### src/sv/rgb_to_ycbcr_subsample_core_defines.svh
// Assertion macros for the RGB to YCbCr subsampling core.
// Included by the top level; no other dependencies.
`ifndef RGB_TO_YCBCR_SUBSAMPLE_CORE_DEFINES_SVH
`define RGB_TO_YCBCR_SUBSAMPLE_CORE_DEFINES_SVH

`ifndef SYNTH
`define RYCS_ASSERT(lbl, clk, rst, prop, msg) \
   lbl: assert property (@(posedge clk) disable iff (rst) prop) else $error(msg);
`define RYCS_ASSERT_ALWAYS(lbl, clk, prop, msg) \
   lbl: assert property (@(posedge clk) prop) else $error(msg);
`else
`define RYCS_ASSERT(lbl, clk, rst, prop, msg)
`define RYCS_ASSERT_ALWAYS(lbl, clk, prop, msg)
`endif

`endif

### src/sv/rycs_pkg.sv
// Shared constants, types and helpers of the RGB to YCbCr subsampling core.
// No dependencies; used by rycs_csc and rgb_to_ycbcr_subsample_core.
`timescale 1ns / 1ps
`default_nettype none

package rycs_pkg;

   localparam int unsigned BYTE_W   = 8;
   localparam int unsigned BYTE_MAX = 255;
   localparam int unsigned FRAC_W   = 16;
   localparam int unsigned COEF_W   = 16;
   localparam int unsigned PROD_W   = 24;
   localparam int unsigned ACC_W    = 26;

   localparam logic [COEF_W-1:0] KY_R = 16'd16829;
   localparam logic [COEF_W-1:0] KY_G = 16'd33039;
   localparam logic [COEF_W-1:0] KY_B = 16'd6416;
   localparam logic [COEF_W-1:0] KB_R = 16'd9714;
   localparam logic [COEF_W-1:0] KB_G = 16'd19070;
   localparam logic [COEF_W-1:0] KB_B = 16'd28784;
   localparam logic [COEF_W-1:0] KR_R = 16'd28784;
   localparam logic [COEF_W-1:0] KR_G = 16'd24103;
   localparam logic [COEF_W-1:0] KR_B = 16'd4681;

   localparam logic [ACC_W-1:0] Y_OFFSET = ACC_W'(16 << FRAC_W);
   localparam logic [ACC_W-1:0] C_OFFSET = ACC_W'(128 << FRAC_W);

   localparam int unsigned LINE_WIDTH_W = 11;
   localparam int unsigned BLOCK_SIZE_W = 4;
   localparam int unsigned CSR_DATA_W   = 11;
   localparam int unsigned CSR_INDEX_W  = 1;
   localparam logic [LINE_WIDTH_W-1:0] LINE_WIDTH_RST = 11'd640;
   localparam logic [BLOCK_SIZE_W-1:0] BLOCK_SIZE_RST = 4'd2;

   localparam int unsigned DEF_MAX_WIDTH = 1024;
   localparam int unsigned DEF_MAX_BLOCK = 8;

   localparam int unsigned REQ_DATA_W = 3 * BYTE_W;
   localparam int unsigned RSP_DATA_W = 3 * BYTE_W;

   typedef enum logic [CSR_INDEX_W-1:0] {
      CSR_LINE_WIDTH = CSR_INDEX_W'(0),
      CSR_BLOCK_SIZE = CSR_INDEX_W'(1)
   } csr_reg_type;

   typedef struct packed {
      logic s1;
      logic s2;
      logic s3;
   } rycs_adv_type;

   // drop fraction, clamp to a byte
   function automatic logic [BYTE_W-1:0] q16_to_byte(input logic [ACC_W-1:0] v);
      logic [ACC_W-FRAC_W-1:0] whole;
      whole = v[ACC_W-1:FRAC_W];
      if (v[ACC_W-1]) begin
         return '0;
      end
      if (whole > (ACC_W-FRAC_W)'(BYTE_MAX)) begin
         return BYTE_W'(BYTE_MAX);
      end
      return whole[BYTE_W-1:0];
   endfunction

endpackage

`default_nettype wire

### src/sv/rycs_csc.sv
// Three-stage BT.601 color matrix: pixel register, products, offset sum and clamp.
// Depends on rycs_pkg.
`timescale 1ns / 1ps
`default_nettype none

module rycs_csc (
   input  logic                            clock,
   input  rycs_pkg::rycs_adv_type          adv,
   input  logic [rycs_pkg::BYTE_W-1:0]     red,
   input  logic [rycs_pkg::BYTE_W-1:0]     green,
   input  logic [rycs_pkg::BYTE_W-1:0]     blue,
   output logic [rycs_pkg::BYTE_W-1:0]     luma,
   output logic [rycs_pkg::BYTE_W-1:0]     cb,
   output logic [rycs_pkg::BYTE_W-1:0]     cr
);
   import rycs_pkg::*;

   logic [BYTE_W-1:0] r_ff, g_ff, b_ff;
   logic [PROD_W-1:0] yr_ff, yg_ff, yb_ff;
   logic [PROD_W-1:0] br_ff, bg_ff, bb_ff;
   logic [PROD_W-1:0] rr_ff, rg_ff, rb_ff;
   logic [BYTE_W-1:0] y_ff, cb_ff, cr_ff;
   logic [ACC_W-1:0]  y_acc, cb_acc, cr_acc;

   always_comb begin
      y_acc  = Y_OFFSET + ACC_W'(yr_ff) + ACC_W'(yg_ff) + ACC_W'(yb_ff);
      cb_acc = C_OFFSET - ACC_W'(br_ff) - ACC_W'(bg_ff) + ACC_W'(bb_ff);
      cr_acc = C_OFFSET + ACC_W'(rr_ff) - ACC_W'(rg_ff) - ACC_W'(rb_ff);
   end

   always_ff @(posedge clock) begin
      if (adv.s1) begin
         r_ff <= red;
         g_ff <= green;
         b_ff <= blue;
      end
      if (adv.s2) begin
         yr_ff <= PROD_W'(r_ff) * PROD_W'(KY_R);
         yg_ff <= PROD_W'(g_ff) * PROD_W'(KY_G);
         yb_ff <= PROD_W'(b_ff) * PROD_W'(KY_B);
         br_ff <= PROD_W'(r_ff) * PROD_W'(KB_R);
         bg_ff <= PROD_W'(g_ff) * PROD_W'(KB_G);
         bb_ff <= PROD_W'(b_ff) * PROD_W'(KB_B);
         rr_ff <= PROD_W'(r_ff) * PROD_W'(KR_R);
         rg_ff <= PROD_W'(g_ff) * PROD_W'(KR_G);
         rb_ff <= PROD_W'(b_ff) * PROD_W'(KR_B);
      end
      if (adv.s3) begin
         y_ff  <= q16_to_byte(y_acc);
         cb_ff <= q16_to_byte(cb_acc);
         cr_ff <= q16_to_byte(cr_acc);
      end
   end

   assign luma = y_ff;
   assign cb   = cb_ff;
   assign cr   = cr_ff;

endmodule

`default_nettype wire

### config.mk
export PLATFORM = sky130hd
export DESIGN_NAME = rycs_csc
export DESIGN_NICKNAME = d
export VERILOG_FILES = /design/src/sv/rgb_to_ycbcr_subsample_core_defines.svh /design/src/sv/rycs_pkg.sv /design/src/sv/rycs_csc.sv
export SDC_FILE = /design/constraint.sdc
export NUM_CORES = 1
export LEC_CHECK = 0
export BUFFER_PORTS_ARGS = -buffer_cell sky130_fd_sc_hd__buf_2
export CAP_MARGIN = 20
export CORE_MARGIN = 1.5
export CORE_UTILIZATION = 47
export DETAILED_ROUTE_END_ITERATION = 8
export PLACE_DENSITY = 0.68
export SYNTH_ARGS = -nofsm -noshare
export SYNTH_HDL_FRONTEND = slang
export SYNTH_SLANG_ARGS = --single-unit
### constraint.sdc
create_clock -name clock -period 5.5 [get_ports clock]
set_input_delay 0.55 -clock clock [delete_from_list [all_inputs] [get_ports clock]]
set_output_delay 0.55 -clock clock [all_outputs]
set_load 0.02 [all_outputs]
==> impl_metrics.py, run 1 <==
metrics = {
    "timing": {
        "fmax_mhz": 194,
        "rsz0062_at_grt": "no",
        "drv_slew": 0,
        "setup_violations": 0,
        "fin_skew_ps": 35.1,
        "max-slew-margin-rel_pct": 38.1,
        "fin_crit_sh_pct": 93.7,
        "final_hold_viol_count": 0,
        "fin_hold_ws_ps": 145,
        "fin_crit_ps": 5160,
        "worst_pin_slew_ps": 929,
        "finalSetupTns_ps": 0,
    },
    "clocking": {
        "clkSinkCount": 223,
        "cts_buffers": 28,
        "clock_latency_ps": 580,
        "cts.clk_slew.worst_paths_ps": 70,
        "cts_tree": "yes",
        "cts_setup_buffers": 0,
        "cts_max_level": 1,
        "ctsResizeCount": 0,
        "cts_buffer_depth": 3,
        "holdBufCountCts": 0,
        "clock-root-buffer": "clkbuf_16",
    },
    "synth": {
        "synth_warnings": 0,
        "synth_area_leader_cell": "edfxtp_1",
        "async_reset_ff_share_pct": 0,
        "synth_seq_area_share_pct": 29.2,
        "ys_types": 66,
        "syn_avg_cell_area_um2": 10.8,
        "ys_ff_latch": 223,
        "synth_edf_count": 223,
        "synth_nets": 2796,
        "netlist_area_um2": 23000,
        "synthCells": 2134,
        "synth_ff_type": "edfxtp_1",
        "synth_area_leaders": "edfxtp_1 29%, ha_1 24%, fa_1 17%, inv_1 7.1%, xnor2_1 4.5%",
        "yosysTopAreaCellShare_pct": 29.2,
    },
    "setup_path": {
        "startpoint": "g_ff[5]$_DFFE_PP_",
        "end_kind": "register",
        "cp_max_fo": 9,
        "arrival_ps": 5460,
        "startpoint_type": "register",
        "timing.rr.start": "g_ff[5]$_DFFE_PP_",
        "required_ps": 5800,
        "path_class": "register to register",
        "r2r.worst_path.cells": 15,
    },
    "drt": {
        "routed_wirelength_um": 53300,
        "drtIter0Drc": 989,
        "via_per_inst": 5.37,
        "num_vias": 15400,
        "wl_per_cell_um": 18.6,
        "ant_nets": 0,
        "drt_pass1_iterations": 5,
        "drc_errors": 0,
    },
    "global_route": {
        "grt_pass1_wl_um": 84400,
        "grt_usage_pct": 21.9,
        "overflow": 0,
        "grt_pass1_vias": 15600,
        "grt_antenna_before_repair": 4,
        "grt_start_max_net_pins": 90,
    },
    "die": {
        "die_h_um": 224,
        "start_util_pct": 47.9,
        "core-area_um2": 47900,
        "die_w_um": 224,
        "io_pins": 52,
        "rows": 80,
        "die_area_um2": 50200,
    },
    "final_layout": {
        "nets": 2888,
        "layout-drive-gt1-share_pct": 6.37,
        "syn_to_final_growth_pct": 9.19,
    },
    "worst_hold_path": {
        "hold_path_startpoint": "red[6]",
        "min_path_type": "input port to register",
        "holdPathStages": 1,
    },
    "place": {
        "hpwl_um": 44600,
        "port-buffer-count": 51,
        "place.gp.congestion": 0.912,
    },
    "outcome": {
        "status": "finished, final reports clean",
    },
    "flow_run": {
        "maxCapViolCount": 0,
    },
}
## cell usage in the layout, fill, tap and decap left out, types with 18 or more instances in the layout
cell,instances
ha_1,444
inv_1,432
edfxtp_1,223
fa_1,190
a21oi_1,136
xnor2_1,119
nor2_1,84
nand2_1,72
o21ai_0,54
buf_2,50
a21o_1,45
xor2_1,36
nor3_1,30
clkbuf_16,29
nand3_1,25
o21a_1,23
nor2b_1,22
buf_4,21
o21bai_1,20
nand2b_1,18
## cells in the mapped netlist (all sizes together) (2+ instances only)
master     n
a2111oi    3
a211o      3
a211oi    10
a21boi     9
a21o      47
a21oi    138
a221oi     3
a31o       5
a31oi     13
a41o       2
and2       2
and3       5
and3b      2
and4       2
clkbuf     9
edfxtp   223
fa       190
ha       444
inv      432
nand2     72
nand2b    18
nand3     25
nand4     13
nor2      84
nor2b     22
nor3      30
nor4       5
o2111ai    7
o211ai     7
o21a      24
o21ai     59
o21bai    20
o311ai     3
o31a       3
o31ai      2
o41ai      7
or2        9
or3       11
or4        2
xnor2    119
xor2      36
## path summary, 6_finish.rpt
check,to,slack [ps]
max,bg_ff[21]$_DFFE_PP_,340
min,r_ff[6]$_DFFE_PP_,140
max reg2reg,bg_ff[21]$_DFFE_PP_,340
min reg2reg,cr[7]$_SDFFCE_PN0P_,720
## critical path, stage by stage, from the launching register on
cell	delay, ps
edfxtp_1	420
fa_1	660
inv_1	170
fa_1	450
fa_1	520
inv_1	60
fa_1	460
ha_1	400
a21o_1	220
a21o_1	200
o41ai_2	290
o21ai_1	140
or4_1	440
a41o_1	240
a21oi_2	140
xnor2_1	80
## routing by layer
metal | wire [um] | GRT usage [%]
met5 | 0 | 0
met1 | 24400 | 30.1
met4 | 1780 | 7.26
met3 | 2180 | 2.45
met2 | 25000 | 36.1
## stage by stage
stage,area [um^2],utilization [%],instances,worst slack [ps]
2_1_floorplan,23000,-,2134,247
3_3_place_gp,24100,50.3,2811,493
3_5_place_dp,24100,50.3,2811,362
4_1_cts,25100,52.3,2861,321
5_1_grt,25100,52.3,2861,102
6_report,25100,52.3,2862,345
## registers in the layout (all words and copies together) (netlist names), 14 cells and up
signal	count
rb_ff	21
yb_ff	14
br_ff	20
yr_ff	21
bg_ff	18
rg_ff	20
yg_ff	24
rr_ff	19
bb_ff	18
## logic make-up (layout without fill, tap and decap cells)
kind of cell,after synthesis,count (layout),share of synthesized area (%)
XOR/XNOR,155,155,5.91
multiplexers,1,1,0.0436
flip-flops,223,223,29.2
other,0,1,0
AO/OA/AOI/OAI,372,372,10.3
buffers and inverters,442,554,7.23
AND/OR/NAND/NOR,307,307,6.55
adder cells (fa/ha/maj),634,634,40.8
## cell type report
type                       count  area [um^2]
timing repair buffer          72          419
fill                        4173        22900
clock buffer                  30          729
antenna                        1         2.50
sequential                   223         6700
tap                          615          769
inverter                     432         1620
clock inverter                20          226
multi-input combinational   1469        14600
Power of run 1 is not shown: default switching activity piles up to over one toggle a cycle in this logic, so the estimate is an artifact.
==> inputs of run 2 (changes only) <==
Settings changed: BUFFER_PORTS_ARGS -buffer_cell sky130_fd_sc_hd__buf_2 to not set, CTS_BUF_LIST set to sky130_fd_sc_hd__clkbuf_4, DONT_BUFFER_PORTS set to 1, PLACE_DENSITY 0.68 to 0.67.
==> run 2 against run 1 <==
Compared with the run above: utilization fell by 0.15 points; final cell count up 1.4%; critical path type unchanged; non-clock buffer count decreased by 19; global-route usage increased by 0.43 points; highest routed layer unchanged.
==> impl_metrics.py, run 2 (synthesis gave the netlist of run 1 again) <==
metrics = {
    "clocking": {
        "cts.clk_slew.worst_paths_ps": 80,
        "cts_tree": "yes",
        "cts_buffers": 66,
        "clkSinkCount": 223,
        "cts_buffer_depth": 3,
        "clock-root-buffer": "clkbuf_4",
        "clock_latency_ps": 760,
        "cts_max_level": 3,
    },
    "final_layout": {
        "fin_cells": 2902,
        "final_common_cell": "ha_1",
        "syn_to_final_growth_pct": 8.87,
        "nFillCells": 4183,
        "largest_reg_flops": 24,
        "layout_common_cells": "444 x ha_1, 432 x inv_1, 223 x edfxtp_1, 190 x fa_1, 136 x a21oi_1",
        "layout-drive-gt1-share_pct": 6.48,
        "top_regs": "yg_ff (24), rb_ff (21), yr_ff (21)",
        "largest_register": "yg_ff",
        "nets": 2907,
    },
    "setup_path": {
        "critPathSlowestCell": "edfxtp_1",
        "path_class": "register to register",
        "r2r.worst_path.cells": 16,
        "required_ps": 5950,
        "rrSetupSlack_ps": 360,
        "cp.depth": 16,
        "startpoint_type": "register",
        "cp_cell_sequence": "ha_1 > fa_1 > inv_1 > fa_1 > inv_1 > fa_1 > ha_1 > o21a_1 > nand3_1 > a21oi_1 > o21ai_0 > nand2b_1 > a31o_2 > a41o_1 > o311ai_1 > xnor2_1",
        "crit_family": "adder cells",
        "arrival_ps": 5590,
        "cp_max_fo": 8,
        "path_common_cell": "fa_1",
        "end_kind": "register",
        "critPathBufInv": 2,
        "reg2reg_to": "yr_ff[20]$_DFFE_PP_",
        "timing.rr.start": "r_ff[3]$_DFFE_PP_",
        "slowest_delay_ps": 590,
    },
    "timing": {
        "rsz0062_at_grt": "no",
        "finalSetupTns_ps": 0,
        "fin_crit_ps": 5140,
        "worst_pin_slew_ps": 929,
        "fin_crit_sh_pct": 93.4,
        "fmax_mhz": 195,
        "final_hold_viol_count": 0,
        "fin_hold_ws_ps": 128,
        "max-slew-margin-rel_pct": 38.1,
        "setup_violations": 0,
        "finalWorstSetupSlack_ps": 363,
        "fin_skew_ps": 37.1,
        "drv_slew": 0,
    },
    "drt": {
        "routed_wirelength_um": 54000,
        "drt_pass1_iterations": 5,
        "via_per_inst": 5.35,
        "drc_errors": 0,
        "ant_nets": 0,
        "drtIter0Drc": 808,
        "num_vias": 15500,
        "wl_per_cell_um": 18.6,
    },
    "die": {
        "start_util_pct": 47.9,
        "die_area_um2": 50200,
        "rows": 80,
        "die_w_um": 224,
        "core-area_um2": 47900,
        "die_h_um": 224,
        "io_pins": 52,
    },
    "outcome": {
        "status": "finished, final reports clean",
    },
    "global_route": {
        "grt_start_max_net_pins": 173,
        "overflow": 0,
        "grt_antenna_before_repair": 2,
        "grt_usage_pct": 22.3,
        "grt_pass1_vias": 16000,
        "grt_pass1_wl_um": 84700,
    },
    "place": {
        "port-buffer-count": 0,
        "pre_cts_slack_ps": 379,
        "hpwl_um": 44800,
        "place.gp.congestion": 0.907,
        "place_inst": 2762,
    },
    "worst_hold_path": {
        "holdPathStages": 1,
        "min_path_type": "input port to register",
        "hold_path_startpoint": "adv[0]",
        "hold_end": "cb[6]$_SDFFCE_PN0P_",
    },
    "flow_run": {
        "maxCapViolCount": 0,
    },
}
run 2: cell count changes in the layout (fill, tap and decap cells not counted), sizes merged:
cell         previous run  this run
buf                    72        28
bufinv                  3         2
clkbuf                 30        89
clkinv                  7        16
clkinvlp                5         0
diode                   1         2
dlygate4sd3             0        25
inv                   437       433
run 2: final cells by class:
cell class	instances	area, um^2	share of cell area (%)
Tap cell	615	769	3.08
Clock buffer	89	668	2.67
Multi-Input combinational cell	1469	14600	58.4
Clock inverter	19	128	0.511
Antenna cell	2	5.00	0.0200
Inverter	432	1620	6.49
Timing Repair Buffer	53	505	2.02
Sequential cell	223	6700	26.8
run 2: worst max path at each step:
stage                                endpoint  slack [ps]              start
final                     yr_ff[20]$_DFFE_PP_         360  r_ff[3]$_DFFE_PP_
after floorplan           bg_ff[21]$_DFFE_PP_         250  g_ff[5]$_DFFE_PP_
after global routing      yr_ff[20]$_DFFE_PP_          20  r_ff[3]$_DFFE_PP_
after global placement    bg_ff[21]$_DFFE_PP_         490  g_ff[5]$_DFFE_PP_
after CTS                 yr_ff[20]$_DFFE_PP_         310  r_ff[5]$_DFFE_PP_
after detailed placement  yr_ff[20]$_DFFE_PP_         380  r_ff[5]$_DFFE_PP_
run 2: per-layer routing:
metal / track usage [%] / wire length (um)
met1: 28.5 / 23800
met2: 35.8 / 24800
met3: 4.37 / 2790
met4: 11.9 / 2590
met5: 0 / 0
run 2: repair_timing:
item | CTS | global route
hold buffers | 28 | 0
endpoints found under the hold margin | 244 | 0
buffers inserted | 0 | 2
endpoints found under the setup margin | 0 | 1
resized for setup | 0 | 0
run 2: per-stage QoR:
| step | util [%] | instance area, um^2 |
|---|---|---|
| finish | 52.1 | 25000 |
| CTS | 52.1 | 25000 |
| global placement | 49.8 | 23900 |
| floorplan | - | 23000 |
| detailed placement | 49.8 | 23900 |
| global route | 52.1 | 25000 |
Power of run 2 is left out for the same reason.
